--- config.mk ---
export PLATFORM = sky130hd
export DESIGN_NAME = tilt_complementary_filter_flat
export DESIGN_NICKNAME = d
export VERILOG_FILES = /design/src/design/tcf_pkg.sv /design/src/design/tcf_in_if.sv /design/src/design/tcf_out_if.sv /design/src/design/tcf_ctrl.sv /design/src/design/tcf_dp.sv /design/src/design/tilt_complementary_filter.sv /design/src/flat_wrapper.sv
export SDC_FILE = /design/constraint.sdc
export NUM_CORES = 2
export LEC_CHECK = 0
export BUFFER_PORTS_ARGS = -buffer_cell sky130_fd_sc_hd__buf_2
export CAP_MARGIN = 10
export CORE_MARGIN = 1
export CORE_UTILIZATION = 59
export DETAILED_ROUTE_END_ITERATION = 8
export GPL_ROUTABILITY_DRIVEN = 0
export PLACE_DENSITY_LB_ADDON = 0.15
export SETUP_SLACK_MARGIN = 0.2
export SYNTH_ARGS = -nofsm -noshare
export SYNTH_HDL_FRONTEND = slang
export SYNTH_SLANG_ARGS = --single-unit
--- constraint.sdc ---
create_clock -name i_clk -period 8.91 [get_ports i_clk]
set_input_delay 0.4455 -clock i_clk [delete_from_list [all_inputs] [get_ports i_clk]]
set_output_delay 0.4455 -clock i_clk [all_outputs]
set_load 0.01 [all_outputs]
--- src/design/tcf_pkg.sv ---
`timescale 1ns / 1ps
// ============================================================================
// tcf_pkg
// Shared types, codes and constants of the tilt complementary filter.
// ============================================================================
package tcf_pkg;

    // Item function codes
    localparam logic [1:0] FN_TICK   = 2'd0;
    localparam logic [1:0] FN_SAMPLE = 2'd1;
    localparam logic [1:0] FN_SET    = 2'd2;

    // Configuration register indexes
    localparam logic [2:0] REG_AX_OFF  = 3'd0;
    localparam logic [2:0] REG_AY_OFF  = 3'd1;
    localparam logic [2:0] REG_AZ_OFF  = 3'd2;
    localparam logic [2:0] REG_GZ_OFF  = 3'd3;
    localparam logic [2:0] REG_ACC_W   = 3'd4;
    localparam logic [2:0] REG_GYR_W   = 3'd5;
    localparam logic [2:0] REG_TICK_G  = 3'd6;
    localparam int         NUM_REGS    = 7;

    // Multiplier operand selects
    localparam logic [2:0] MS_AXAX  = 3'd0;
    localparam logic [2:0] MS_AZAZ  = 3'd1;
    localparam logic [2:0] MS_ACCW  = 3'd2;
    localparam logic [2:0] MS_FUSW  = 3'd3;
    localparam logic [2:0] MS_RATEG = 3'd4;

    localparam int TAB_IDX_W = 5;

    // Commands from controller to datapath
    typedef struct packed {
        logic                 capture;
        logic                 mul_en;
        logic [2:0]           mul_sel;
        logic                 sq_load;
        logic                 sq_add;
        logic                 sqrt_init;
        logic                 sqrt_step;
        logic                 cord_init;
        logic                 cord_step;
        logic [TAB_IDX_W-1:0] cord_idx;
        logic                 acc_fin;
        logic                 sum_load;
        logic                 blend_fin;
        logic                 tick_fin;
        logic                 set_fin;
        logic                 out_load;
    } t_cmd;

    // Status from datapath to controller
    typedef struct packed {
        logic sqrt_done;
        logic out_free;
    } t_sts;

    // atan(2^-i) in degree * 2^16
    function automatic logic [21:0] atan_deg(input logic [TAB_IDX_W-1:0] idx);
        logic [21:0] v;
        case (idx)
            5'd0:    v = 22'd2949120;
            5'd1:    v = 22'd1740967;
            5'd2:    v = 22'd919879;
            5'd3:    v = 22'd466945;
            5'd4:    v = 22'd234379;
            5'd5:    v = 22'd117304;
            5'd6:    v = 22'd58666;
            5'd7:    v = 22'd29335;
            5'd8:    v = 22'd14668;
            5'd9:    v = 22'd7334;
            5'd10:   v = 22'd3667;
            5'd11:   v = 22'd1833;
            5'd12:   v = 22'd917;
            5'd13:   v = 22'd458;
            5'd14:   v = 22'd229;
            5'd15:   v = 22'd115;
            5'd16:   v = 22'd57;
            5'd17:   v = 22'd29;
            5'd18:   v = 22'd14;
            5'd19:   v = 22'd7;
            5'd20:   v = 22'd4;
            5'd21:   v = 22'd2;
            5'd22:   v = 22'd1;
            default: v = 22'd0;
        endcase
        return v;
    endfunction

endpackage

--- src/design/tcf_in_if.sv ---
`timescale 1ns / 1ps
// ============================================================================
// tcf_in_if
// Input item channel: function code, raw IMU samples and angle to load.
// ============================================================================
interface tcf_in_if;
    logic               valid;
    logic               ready;
    logic [1:0]         func;
    logic signed [15:0] accel_x;
    logic signed [15:0] accel_y;
    logic signed [15:0] accel_z;
    logic signed [15:0] gyro_z;
    logic signed [23:0] new_angle;

    modport source (output valid, func, accel_x, accel_y, accel_z, gyro_z, new_angle,
                    input ready);
    modport sink   (input valid, func, accel_x, accel_y, accel_z, gyro_z, new_angle,
                    output ready);
endinterface

--- src/design/tcf_out_if.sv ---
`timescale 1ns / 1ps
// ============================================================================
// tcf_out_if
// Result channel: fused angle and accel-only angle.
// ============================================================================
interface tcf_out_if #(
    parameter int ANGLE_BITS = 24
);
    logic                         valid;
    logic                         ready;
    logic signed [ANGLE_BITS-1:0] angle;
    logic signed [15:0]           accel_angle;

    modport source (output valid, angle, accel_angle, input ready);
    modport sink   (input valid, angle, accel_angle, output ready);
endinterface

--- src/design/tcf_ctrl.sv ---
`timescale 1ns / 1ps
// ============================================================================
// tcf_ctrl
// Sequencer: steps the datapath through multiply, square root, CORDIC and
// blend for a sample, and through the short tick and set sequences.
// ============================================================================
module tcf_ctrl #(
    parameter int CORDIC_STEPS = 16
) (
    input  logic          i_clk,
    input  logic          i_rst_n,
    input  logic          i_in_valid,
    input  logic [1:0]    i_func,
    output logic          o_in_ready,
    input  tcf_pkg::t_sts i_sts,
    output tcf_pkg::t_cmd o_cmd
);
    localparam int CW = (CORDIC_STEPS > 1) ? $clog2(CORDIC_STEPS) : 1;
    localparam logic [CW-1:0] CNT_LAST = CW'(CORDIC_STEPS - 1);

    localparam logic [3:0] S_IDLE  = 4'd0;
    localparam logic [3:0] S_SQX   = 4'd1;
    localparam logic [3:0] S_SQZ   = 4'd2;
    localparam logic [3:0] S_SQADD = 4'd3;
    localparam logic [3:0] S_SINIT = 4'd4;
    localparam logic [3:0] S_SQRT  = 4'd5;
    localparam logic [3:0] S_CINIT = 4'd6;
    localparam logic [3:0] S_CSTEP = 4'd7;
    localparam logic [3:0] S_AFIN  = 4'd8;
    localparam logic [3:0] S_BMUL1 = 4'd9;
    localparam logic [3:0] S_BMUL2 = 4'd10;
    localparam logic [3:0] S_BFIN  = 4'd11;
    localparam logic [3:0] S_TMUL  = 4'd12;
    localparam logic [3:0] S_TFIN  = 4'd13;
    localparam logic [3:0] S_SET   = 4'd14;
    localparam logic [3:0] S_OUT   = 4'd15;

    logic [3:0]    r_state, n_state;
    logic [CW-1:0] r_cnt, n_cnt;

    function automatic logic [tcf_pkg::TAB_IDX_W-1:0] TAB_IDX_CAST(input logic [CW-1:0] c);
        return tcf_pkg::TAB_IDX_W'(c);
    endfunction

    assign o_in_ready = (r_state == S_IDLE);

    // Next state and commands
    always_comb begin
        n_state = r_state;
        n_cnt   = r_cnt;
        o_cmd   = '0;
        o_cmd.cord_idx = TAB_IDX_CAST(r_cnt);
        unique case (r_state)
            S_IDLE: begin
                if (i_in_valid) begin
                    o_cmd.capture = 1'b1;
                    unique case (i_func)
                        tcf_pkg::FN_TICK:   n_state = S_TMUL;
                        tcf_pkg::FN_SAMPLE: n_state = S_SQX;
                        tcf_pkg::FN_SET:    n_state = S_SET;
                        default:            n_state = S_OUT;
                    endcase
                end
            end
            S_SQX: begin
                o_cmd.mul_en  = 1'b1;
                o_cmd.mul_sel = tcf_pkg::MS_AXAX;
                n_state = S_SQZ;
            end
            S_SQZ: begin
                o_cmd.sq_load = 1'b1;
                o_cmd.mul_en  = 1'b1;
                o_cmd.mul_sel = tcf_pkg::MS_AZAZ;
                n_state = S_SQADD;
            end
            S_SQADD: begin
                o_cmd.sq_add = 1'b1;
                n_state = S_SINIT;
            end
            S_SINIT: begin
                o_cmd.sqrt_init = 1'b1;
                n_state = S_SQRT;
            end
            S_SQRT: begin
                if (i_sts.sqrt_done) begin
                    n_state = S_CINIT;
                end else begin
                    o_cmd.sqrt_step = 1'b1;
                end
            end
            S_CINIT: begin
                o_cmd.cord_init = 1'b1;
                n_cnt   = '0;
                n_state = S_CSTEP;
            end
            S_CSTEP: begin
                o_cmd.cord_step = 1'b1;
                n_cnt = r_cnt + 1'b1;
                if (r_cnt == CNT_LAST) begin
                    n_state = S_AFIN;
                end
            end
            S_AFIN: begin
                o_cmd.acc_fin = 1'b1;
                n_state = S_BMUL1;
            end
            S_BMUL1: begin
                o_cmd.mul_en  = 1'b1;
                o_cmd.mul_sel = tcf_pkg::MS_ACCW;
                n_state = S_BMUL2;
            end
            S_BMUL2: begin
                o_cmd.sum_load = 1'b1;
                o_cmd.mul_en   = 1'b1;
                o_cmd.mul_sel  = tcf_pkg::MS_FUSW;
                n_state = S_BFIN;
            end
            S_BFIN: begin
                o_cmd.blend_fin = 1'b1;
                n_state = S_OUT;
            end
            S_TMUL: begin
                o_cmd.mul_en  = 1'b1;
                o_cmd.mul_sel = tcf_pkg::MS_RATEG;
                n_state = S_TFIN;
            end
            S_TFIN: begin
                o_cmd.tick_fin = 1'b1;
                n_state = S_OUT;
            end
            S_SET: begin
                o_cmd.set_fin = 1'b1;
                n_state = S_OUT;
            end
            S_OUT: begin
                if (i_sts.out_free) begin
                    o_cmd.out_load = 1'b1;
                    n_state = S_IDLE;
                end
            end
            default: n_state = S_IDLE;
        endcase
    end

    // State registers
    always_ff @(posedge i_clk) begin
        if (!i_rst_n) begin
            r_state <= S_IDLE;
            r_cnt   <= '0;
        end else begin
            r_state <= n_state;
            r_cnt   <= n_cnt;
        end
    end

endmodule

--- src/design/tcf_dp.sv ---
`timescale 1ns / 1ps
// ============================================================================
// tcf_dp
// Datapath: config registers, offset correction, shared multiplier,
// bit-pair square root, vectoring CORDIC, blend/tick/set and result register.
// ============================================================================
module tcf_dp #(
    parameter int ANGLE_BITS = 24
) (
    input  logic                         i_clk,
    input  logic                         i_rst_n,
    input  logic                         i_cfg_we,
    input  logic [2:0]                   i_cfg_idx,
    input  logic [15:0]                  i_cfg_data,
    input  logic [1:0]                   i_func,
    input  logic signed [15:0]           i_accel_x,
    input  logic signed [15:0]           i_accel_y,
    input  logic signed [15:0]           i_accel_z,
    input  logic signed [15:0]           i_gyro_z,
    input  logic signed [23:0]           i_new_angle,
    input  tcf_pkg::t_cmd                i_cmd,
    output tcf_pkg::t_sts                o_sts,
    input  logic                         i_out_ready,
    output logic                         o_out_valid,
    output logic signed [ANGLE_BITS-1:0] o_angle,
    output logic signed [15:0]           o_accel_angle
);
    localparam int PW = ANGLE_BITS + 17;
    localparam logic signed [63:0] A_MAX = (64'sd1 <<< (ANGLE_BITS - 1)) - 64'sd1;
    localparam logic signed [63:0] A_MIN = -A_MAX - 64'sd1;
    localparam logic signed [25:0] ACC_LIM = 26'sd23040;

    function automatic logic signed [ANGLE_BITS-1:0] f_sat(input logic signed [63:0] v);
        logic signed [63:0] c;
        c = (v > A_MAX) ? A_MAX : ((v < A_MIN) ? A_MIN : v);
        return ANGLE_BITS'(c);
    endfunction

    logic [15:0]                  r_cfg [tcf_pkg::NUM_REGS];
    logic signed [16:0]           r_ax, r_ay, r_az, r_rate;
    logic signed [23:0]           r_nang;
    logic signed [PW-1:0]         r_prod;
    logic signed [PW:0]           r_sum;
    logic [33:0]                  r_sq;
    logic [34:0]                  r_rem, r_root, r_bit;
    logic signed [36:0]           r_cx, r_cy;
    logic signed [25:0]           r_cz;
    logic signed [ANGLE_BITS-1:0] r_fused;
    logic signed [15:0]           r_acc;
    logic                         r_out_valid;
    logic signed [ANGLE_BITS-1:0] r_out_angle;
    logic signed [15:0]           r_out_acc;

    // Config registers; index past the list is dropped
    always_ff @(posedge i_clk) begin
        if (!i_rst_n) begin
            r_cfg[tcf_pkg::REG_AX_OFF] <= 16'd0;
            r_cfg[tcf_pkg::REG_AY_OFF] <= 16'd0;
            r_cfg[tcf_pkg::REG_AZ_OFF] <= 16'd0;
            r_cfg[tcf_pkg::REG_GZ_OFF] <= 16'd0;
            r_cfg[tcf_pkg::REG_ACC_W]  <= 16'd655;
            r_cfg[tcf_pkg::REG_GYR_W]  <= 16'd32113;
            r_cfg[tcf_pkg::REG_TICK_G] <= 16'd1280;
        end else if (i_cfg_we && (i_cfg_idx < 3'(tcf_pkg::NUM_REGS))) begin
            r_cfg[i_cfg_idx] <= i_cfg_data;
        end
    end

    // Shared multiplier operand select
    logic signed [ANGLE_BITS-1:0] w_ma;
    logic signed [16:0]           w_mb;
    logic signed [PW-1:0]         w_prod;
    always_comb begin
        case (i_cmd.mul_sel)
            tcf_pkg::MS_AXAX: begin
                w_ma = ANGLE_BITS'(r_ax);
                w_mb = r_ax;
            end
            tcf_pkg::MS_AZAZ: begin
                w_ma = ANGLE_BITS'(r_az);
                w_mb = r_az;
            end
            tcf_pkg::MS_ACCW: begin
                w_ma = ANGLE_BITS'(r_acc);
                w_mb = signed'({1'b0, r_cfg[tcf_pkg::REG_ACC_W]});
            end
            tcf_pkg::MS_FUSW: begin
                w_ma = r_fused;
                w_mb = signed'({1'b0, r_cfg[tcf_pkg::REG_GYR_W]});
            end
            default: begin
                w_ma = ANGLE_BITS'(r_rate);
                w_mb = signed'({1'b0, r_cfg[tcf_pkg::REG_TICK_G]});
            end
        endcase
    end
    assign w_prod = PW'(w_ma) * PW'(w_mb);

    // Square root step: one result bit per cycle
    logic [34:0] w_trial;
    assign w_trial = r_root + r_bit;

    // CORDIC step
    logic signed [36:0] w_xs, w_ys;
    logic signed [25:0] w_at;
    assign w_xs = r_cx >>> i_cmd.cord_idx;
    assign w_ys = r_cy >>> i_cmd.cord_idx;
    assign w_at = signed'(26'(tcf_pkg::atan_deg(i_cmd.cord_idx)));

    // Accel angle rounding and clamp
    logic signed [25:0] w_rz, w_cl;
    logic               w_zero;
    assign w_rz   = (r_cz + 26'sd128) >>> 8;
    assign w_cl   = (w_rz > ACC_LIM) ? ACC_LIM : ((w_rz < -ACC_LIM) ? -ACC_LIM : w_rz);
    assign w_zero = (r_ax == 17'sd0) && (r_ay == 17'sd0) && (r_az == 17'sd0);

    // Final angle updates
    logic signed [63:0] w_blend, w_tick;
    assign w_blend = (64'(r_sum) + 64'(r_prod) + 64'sd16384) >>> 15;
    assign w_tick  = 64'(r_fused) + ((64'(r_prod) + 64'sd32768) >>> 16);

    // Working registers
    always_ff @(posedge i_clk) begin
        if (i_cmd.capture) begin
            r_ax   <= 17'(i_accel_x) + 17'(signed'(r_cfg[tcf_pkg::REG_AX_OFF]));
            r_ay   <= 17'(i_accel_y) + 17'(signed'(r_cfg[tcf_pkg::REG_AY_OFF]));
            r_az   <= 17'(i_accel_z) + 17'(signed'(r_cfg[tcf_pkg::REG_AZ_OFF]));
            r_nang <= i_new_angle;
        end
        if (i_cmd.mul_en) begin
            r_prod <= w_prod;
        end
        if (i_cmd.sq_load) begin
            r_sq <= 34'(r_prod);
        end else if (i_cmd.sq_add) begin
            r_sq <= r_sq + 34'(r_prod);
        end
        if (i_cmd.sqrt_init) begin
            r_rem  <= 35'(r_sq);
            r_root <= '0;
            r_bit  <= 35'd1 << 32;
        end else if (i_cmd.sqrt_step) begin
            if (r_rem >= w_trial) begin
                r_rem  <= r_rem - w_trial;
                r_root <= (r_root >> 1) + r_bit;
            end else begin
                r_root <= r_root >> 1;
            end
            r_bit <= r_bit >> 2;
        end
        if (i_cmd.cord_init) begin
            r_cx <= signed'(37'({r_root[17:0], 14'b0}));
            r_cy <= 37'(r_ay) <<< 14;
            r_cz <= '0;
        end else if (i_cmd.cord_step) begin
            if (r_cy < 0) begin
                r_cx <= r_cx - w_ys;
                r_cy <= r_cy + w_xs;
                r_cz <= r_cz - w_at;
            end else begin
                r_cx <= r_cx + w_ys;
                r_cy <= r_cy - w_xs;
                r_cz <= r_cz + w_at;
            end
        end
        if (i_cmd.sum_load) begin
            r_sum <= (PW + 1)'(r_prod);
        end
    end

    // Filter state
    always_ff @(posedge i_clk) begin
        if (!i_rst_n) begin
            r_fused <= '0;
            r_rate  <= '0;
            r_acc   <= '0;
        end else begin
            if (i_cmd.capture && (i_func == tcf_pkg::FN_SAMPLE)) begin
                r_rate <= 17'(i_gyro_z) + 17'(signed'(r_cfg[tcf_pkg::REG_GZ_OFF]));
            end
            if (i_cmd.acc_fin) begin
                r_acc <= w_zero ? 16'sd0 : 16'(w_cl);
            end
            if (i_cmd.blend_fin) begin
                r_fused <= f_sat(w_blend);
            end else if (i_cmd.tick_fin) begin
                r_fused <= f_sat(w_tick);
            end else if (i_cmd.set_fin) begin
                r_fused <= f_sat(64'(r_nang));
            end
        end
    end

    // Result register
    always_ff @(posedge i_clk) begin
        if (!i_rst_n) begin
            r_out_valid <= 1'b0;
        end else if (i_cmd.out_load) begin
            r_out_valid <= 1'b1;
        end else if (i_out_ready) begin
            r_out_valid <= 1'b0;
        end
    end
    always_ff @(posedge i_clk) begin
        if (i_cmd.out_load) begin
            r_out_angle <= r_fused;
            r_out_acc   <= r_acc;
        end
    end

    assign o_sts.sqrt_done = (r_bit == '0);
    assign o_sts.out_free  = !r_out_valid || i_out_ready;
    assign o_out_valid     = r_out_valid;
    assign o_angle         = r_out_angle;
    assign o_accel_angle   = r_out_acc;

endmodule

--- src/design/tilt_complementary_filter.sv ---
`timescale 1ns / 1ps
// ============================================================================
// tilt_complementary_filter
// Fuses raw accel/gyro samples into a saturating tilt angle in 1/256 degree.
// ============================================================================
// One item is processed at a time and gives one result. A sample goes
// through 17 square-root iterations on |(ax, az)|, the CORDIC_STEPS
// iterations of the vectoring CORDIC, and passes through the single shared
// multiplier for the squares and the blend. A tick passes once through the
// multiplier, a set loads the new angle, and an unused function code gives
// a result with no update. The input is ready again in the cycle after the
// result is loaded into the output register; a result still waiting in that
// register does not block the next transaction from being accepted.
module tilt_complementary_filter #(
    parameter int CORDIC_STEPS = 16,
    parameter int ANGLE_BITS   = 24
) (
    input  logic        i_clk,
    input  logic        i_rst_n,
    input  logic        i_cfg_we,
    input  logic [2:0]  i_cfg_idx,
    input  logic [15:0] i_cfg_data,
    tcf_in_if.sink      i_in,
    tcf_out_if.source   o_out
);
    tcf_pkg::t_cmd w_cmd;
    tcf_pkg::t_sts w_sts;
    logic          w_in_ready;

    assign i_in.ready = w_in_ready;

    // Sequencer
    tcf_ctrl #(
        .CORDIC_STEPS(CORDIC_STEPS)
    ) u_ctrl (
        .i_clk      (i_clk),
        .i_rst_n    (i_rst_n),
        .i_in_valid (i_in.valid),
        .i_func     (i_in.func),
        .o_in_ready (w_in_ready),
        .i_sts      (w_sts),
        .o_cmd      (w_cmd)
    );

    // Datapath
    tcf_dp #(
        .ANGLE_BITS(ANGLE_BITS)
    ) u_dp (
        .i_clk         (i_clk),
        .i_rst_n       (i_rst_n),
        .i_cfg_we      (i_cfg_we),
        .i_cfg_idx     (i_cfg_idx),
        .i_cfg_data    (i_cfg_data),
        .i_func        (i_in.func),
        .i_accel_x     (i_in.accel_x),
        .i_accel_y     (i_in.accel_y),
        .i_accel_z     (i_in.accel_z),
        .i_gyro_z      (i_in.gyro_z),
        .i_new_angle   (i_in.new_angle),
        .i_cmd         (w_cmd),
        .o_sts         (w_sts),
        .i_out_ready   (o_out.ready),
        .o_out_valid   (o_out.valid),
        .o_angle       (o_out.angle),
        .o_accel_angle (o_out.accel_angle)
    );

    // A result is never loaded over one that is still waiting
    a_no_overwrite: assert property (@(posedge i_clk) disable iff (!i_rst_n)
        w_cmd.out_load |-> w_sts.out_free)
        else $error("result loaded while output register occupied");

    // Only one transaction in flight
    a_one_in_flight: assert property (@(posedge i_clk) disable iff (!i_rst_n)
        (i_in.valid && w_in_ready) |=> !w_in_ready)
        else $error("input ready right after a transaction");

    // Output valid only rises from a result load
    a_valid_source: assert property (@(posedge i_clk) disable iff (!i_rst_n)
        $rose(o_out.valid) |-> $past(w_cmd.out_load))
        else $error("output valid rose without a result load");

    // Square root and CORDIC never run together, and no item is captured during a CORDIC step
    a_step_excl: assert property (@(posedge i_clk) disable iff (!i_rst_n)
        w_cmd.cord_step |-> !w_cmd.sqrt_step && !w_cmd.capture)
        else $error("overlapping iteration commands");

endmodule
--- src/flat_wrapper.sv ---
// flat-port wrapper written by rule: the top's interface ports become plain ports
module tilt_complementary_filter_flat 
#(
    parameter int CORDIC_STEPS = 16,
    parameter int ANGLE_BITS   = 24
)
  (i_clk, i_rst_n, i_cfg_we, i_cfg_idx, i_cfg_data, i_in_valid, i_in_func, i_in_accel_x, i_in_accel_y, i_in_accel_z, i_in_gyro_z, i_in_new_angle, i_in_ready, o_out_valid, o_out_angle, o_out_accel_angle, o_out_ready);
  tcf_in_if i_in_i ();
  tcf_out_if #(.ANGLE_BITS(ANGLE_BITS)) o_out_i ();
  input  logic i_clk;
  input  logic i_rst_n;
  input  logic i_cfg_we;
  input  logic [2:0] i_cfg_idx;
  input  logic [15:0] i_cfg_data;
  input wire logic [$bits(i_in_i.valid)-1:0] i_in_valid;
  input wire logic [$bits(i_in_i.func)-1:0] i_in_func;
  input wire logic [$bits(i_in_i.accel_x)-1:0] i_in_accel_x;
  input wire logic [$bits(i_in_i.accel_y)-1:0] i_in_accel_y;
  input wire logic [$bits(i_in_i.accel_z)-1:0] i_in_accel_z;
  input wire logic [$bits(i_in_i.gyro_z)-1:0] i_in_gyro_z;
  input wire logic [$bits(i_in_i.new_angle)-1:0] i_in_new_angle;
  output wire logic [$bits(i_in_i.ready)-1:0] i_in_ready;
  output wire logic [$bits(o_out_i.valid)-1:0] o_out_valid;
  output wire logic [$bits(o_out_i.angle)-1:0] o_out_angle;
  output wire logic [$bits(o_out_i.accel_angle)-1:0] o_out_accel_angle;
  input wire logic [$bits(o_out_i.ready)-1:0] o_out_ready;
  assign i_in_i.valid = i_in_valid;
  assign i_in_i.func = i_in_func;
  assign i_in_i.accel_x = i_in_accel_x;
  assign i_in_i.accel_y = i_in_accel_y;
  assign i_in_i.accel_z = i_in_accel_z;
  assign i_in_i.gyro_z = i_in_gyro_z;
  assign i_in_i.new_angle = i_in_new_angle;
  assign i_in_ready = i_in_i.ready;
  assign o_out_valid = o_out_i.valid;
  assign o_out_angle = o_out_i.angle;
  assign o_out_accel_angle = o_out_i.accel_angle;
  assign o_out_i.ready = o_out_ready;
  tilt_complementary_filter #(.CORDIC_STEPS(CORDIC_STEPS), .ANGLE_BITS(ANGLE_BITS)) u_core (.i_clk(i_clk), .i_rst_n(i_rst_n), .i_cfg_we(i_cfg_we), .i_cfg_idx(i_cfg_idx), .i_cfg_data(i_cfg_data), .i_in(i_in_i), .o_out(o_out_i));
endmodule
==> results.toml <==
[timing]
fin_crit_ns = 8.389
fmax_mhz = 119.2
worst_slack_ns = 0.5208
worst_pin_slew_ns = 1.181
drv_slew = 0
relSlewSlack_pct = 21.11
hold_viol = 0
skew_ns = 0.04364
rsz0062_at_grt = "false"
setup_violations = 0
tns_ns = 0
min_period_over_period_pct = 94.15

[setup_path]
critPathLaunchType = "flop"
crit_type = "reg2reg"
crit_family = "adder cells"
crit_top_cell = "fa_1"
crit_slowest_cell = "fa_1"
path_buf_inv = 8
endpoint_kind = "flop"
crit_path_max_incr_delay_ns = 0.58
required_ns = 9.30
critPathArrivalTime_ns = 8.78
crit_fanout = 12

[placement]
place_area_um2 = 61690
place_ws_ns = 0.1542
portBuffers = 155
dp_hpwl_mm = 134.4
dp_cells = 7824

[die]
fp.dieH_um = 319.1
rows = 115
boundaryPins = 156
start_util_pct = 59.92
chipWidth_um = 319.1
dieArea_um2 = 101800
core-area_um2 = 98990

[clock_tree]
cts_buffers = 73
worstSkewPairLatency_ns = 0.68
htreeDepth = 3
cts-root-buf = "clkbuf_16"
cts_tree = "yes"
clkSinkCount = 618
cts_buffer_depth = 3
cts.clk_slew.worst_paths_ns = 0.06

[layout]
drive_above_1_share_pct = 9.401
layout_common_cells = "688 x nand2_1, 613 x inv_1, 601 x nor2_1, 482 x ha_1, 438 x a21oi_1"
mostFrequentLayoutCell = "nand2_1"
fin_cells = 7985
seqCellArea_um2 = 16400
multi_input_area_um2 = 39820
fillerInstances = 8110
fin_nets = 7638
final_area_um2 = 64710
syn_to_final_growth_pct = 9.080

[global_route]
grt_pass1_vias = 48460
grt_max_degree = 76
grt_pass1_wl_mm = 270.4
antenna_found_initial = 17
grt.total_usage_pct = 33.89
grt_overflow = 0

[run]
max_cap_viol_count = 0

[synthesis]
synth_cells = 6509
synth_cell_type_count = 99
synth_edf_count = 402
yosysWarningCount = 0
async_flop_share_pct = 0
synth.avg_cell_area_um2 = 9.113
synth_area_um2 = 59320
synth-seq-area-share_pct = 27.64
ys_dominant_reg_cell = "edfxtp_1"
ys_ff_latch = 618

[route]
drt_iter0_drc = 4868
drt_wl_total_mm = 172.7
drc_errors = 0
drt-pass1-iter-count = 6
avgViaCountPerCell = 6.248
drt-wirelength-per-cell_um = 21.62
ant_nets = 0
vias = 49890

[outcome]
outcome = "completed"

[hold_path]
hold_class = "in2reg"
-- worst register-to-register path, delay by kind of cell (launching register included) --
| kind | cells | cell delay (ns) |
|---|---|---|
| AO/OA/AOI/OAI | 13 | 2.74 |
| multiplexers | 1 | 0.38 |
| AND/OR/NAND/NOR | 3 | 0.31 |
| buffers and inverters | 8 | 0.82 |
| adder cells (fa/ha/maj) | 7 | 3.43 |
| flip-flops | 1 | 0.37 |
| XOR/XNOR | 1 | 0.08 |
-- Yosys cell counts (all sizes together), types with 90 or more instances --
cell	instances	area share, %
nand2	689	4.4
inv	616	3.9
nor2	609	3.9
ha	482	10
o21ai	464	3.9
a21oi	441	3.7
fa	411	14
edfxtp	402	20
xnor2	287	4.2
dfxtp	216	7.3
clkbuf	205	1.3
xor2	168	2.5
a21o	162	2.1
nor3	90	0.76
-- final timing paths --
path	from	end	slack [ns]	depth (start not counted)
worst min register to register	u_core.u_dp.r_root[34]	u_core.u_dp.r_root[34]	0.47	2
worst min-delay path	i_in_new_angle[23]	u_core.u_dp.r_nang[23]	0.06	1
worst max register to register	u_core.u_ctrl.r_state[1]	u_core.u_dp.r_prod[39]	0.52	33
worst max-delay path	u_core.u_ctrl.r_state[1]	u_core.u_dp.r_prod[39]	0.52	33
-- timing repair --
| item | 4_1_cts | 5_1_grt |
|---|---|---|
| setup buffers | 0 | 7 |
| hold buffers | 11 | 0 |
| pin swaps | 0 | 3 |
| endpoints found under the hold margin | 11 | 0 |
| endpoints found under the setup margin | 4 | 11 |
| resized for setup | 1 | 40 |
-- flip-flops by register name, indices dropped and copies added, names as in the netlist, 26 cells and up --
signal,cells
u_core.u_dp.r_sq,34
u_core.u_dp.r_rem,35
u_core.u_dp.r_cfg,112
u_core.u_dp.r_sum,41
u_core.u_dp.r_prod,41
u_core.u_dp.r_root,35
u_core.u_dp.r_cx,37
u_core.u_dp.r_cy,37
u_core.u_dp.r_cz,26
-- stage by stage --
stage	hold slack, ns	util, %
global placement	0.4565	62.32
finish	0.05594	65.36
global route	0.02340	65.35
detailed placement	0.4689	62.32
floorplan	0.4303	-
CTS	0.004445	65.11
-- final cells by class --
cell class              count  share of cell area [%]
multi-input cells        5030                   61.54
repair buffers            291                   2.912
clock buffers              89                   3.038
diodes                      7                 0.02707
well taps                1287                   2.489
clock inverters            46                   1.062
inverters                 617                   3.579
flip-flops and latches    618                   25.35
-- layer usage --
metal | global-route usage (%) | share of wire [%]
met1 | 45.71 | 41
met2 | 54.12 | 45
met3 | 5.353 | 9.0
met4 | 14.64 | 4.9
met5 | 0 | 0.067
-- logic make-up after synthesis --
logic type | after synthesis | share of synthesized area (%)
AO/OA/AOI/OAI | 1619 | 17.20
XOR/XNOR | 455 | 6.718
adder cells (fa/ha/maj) | 893 | 24.04
buffers and inverters | 866 | 5.602
flip-flops | 618 | 27.64
multiplexers | 174 | 4.586
other | 2 | 0.01266
AND/OR/NAND/NOR | 1882 | 14.20
Power is left out: the tool's default activity adds up to more than one toggle a clock period on the data nets, which glitch-free logic cannot reach.
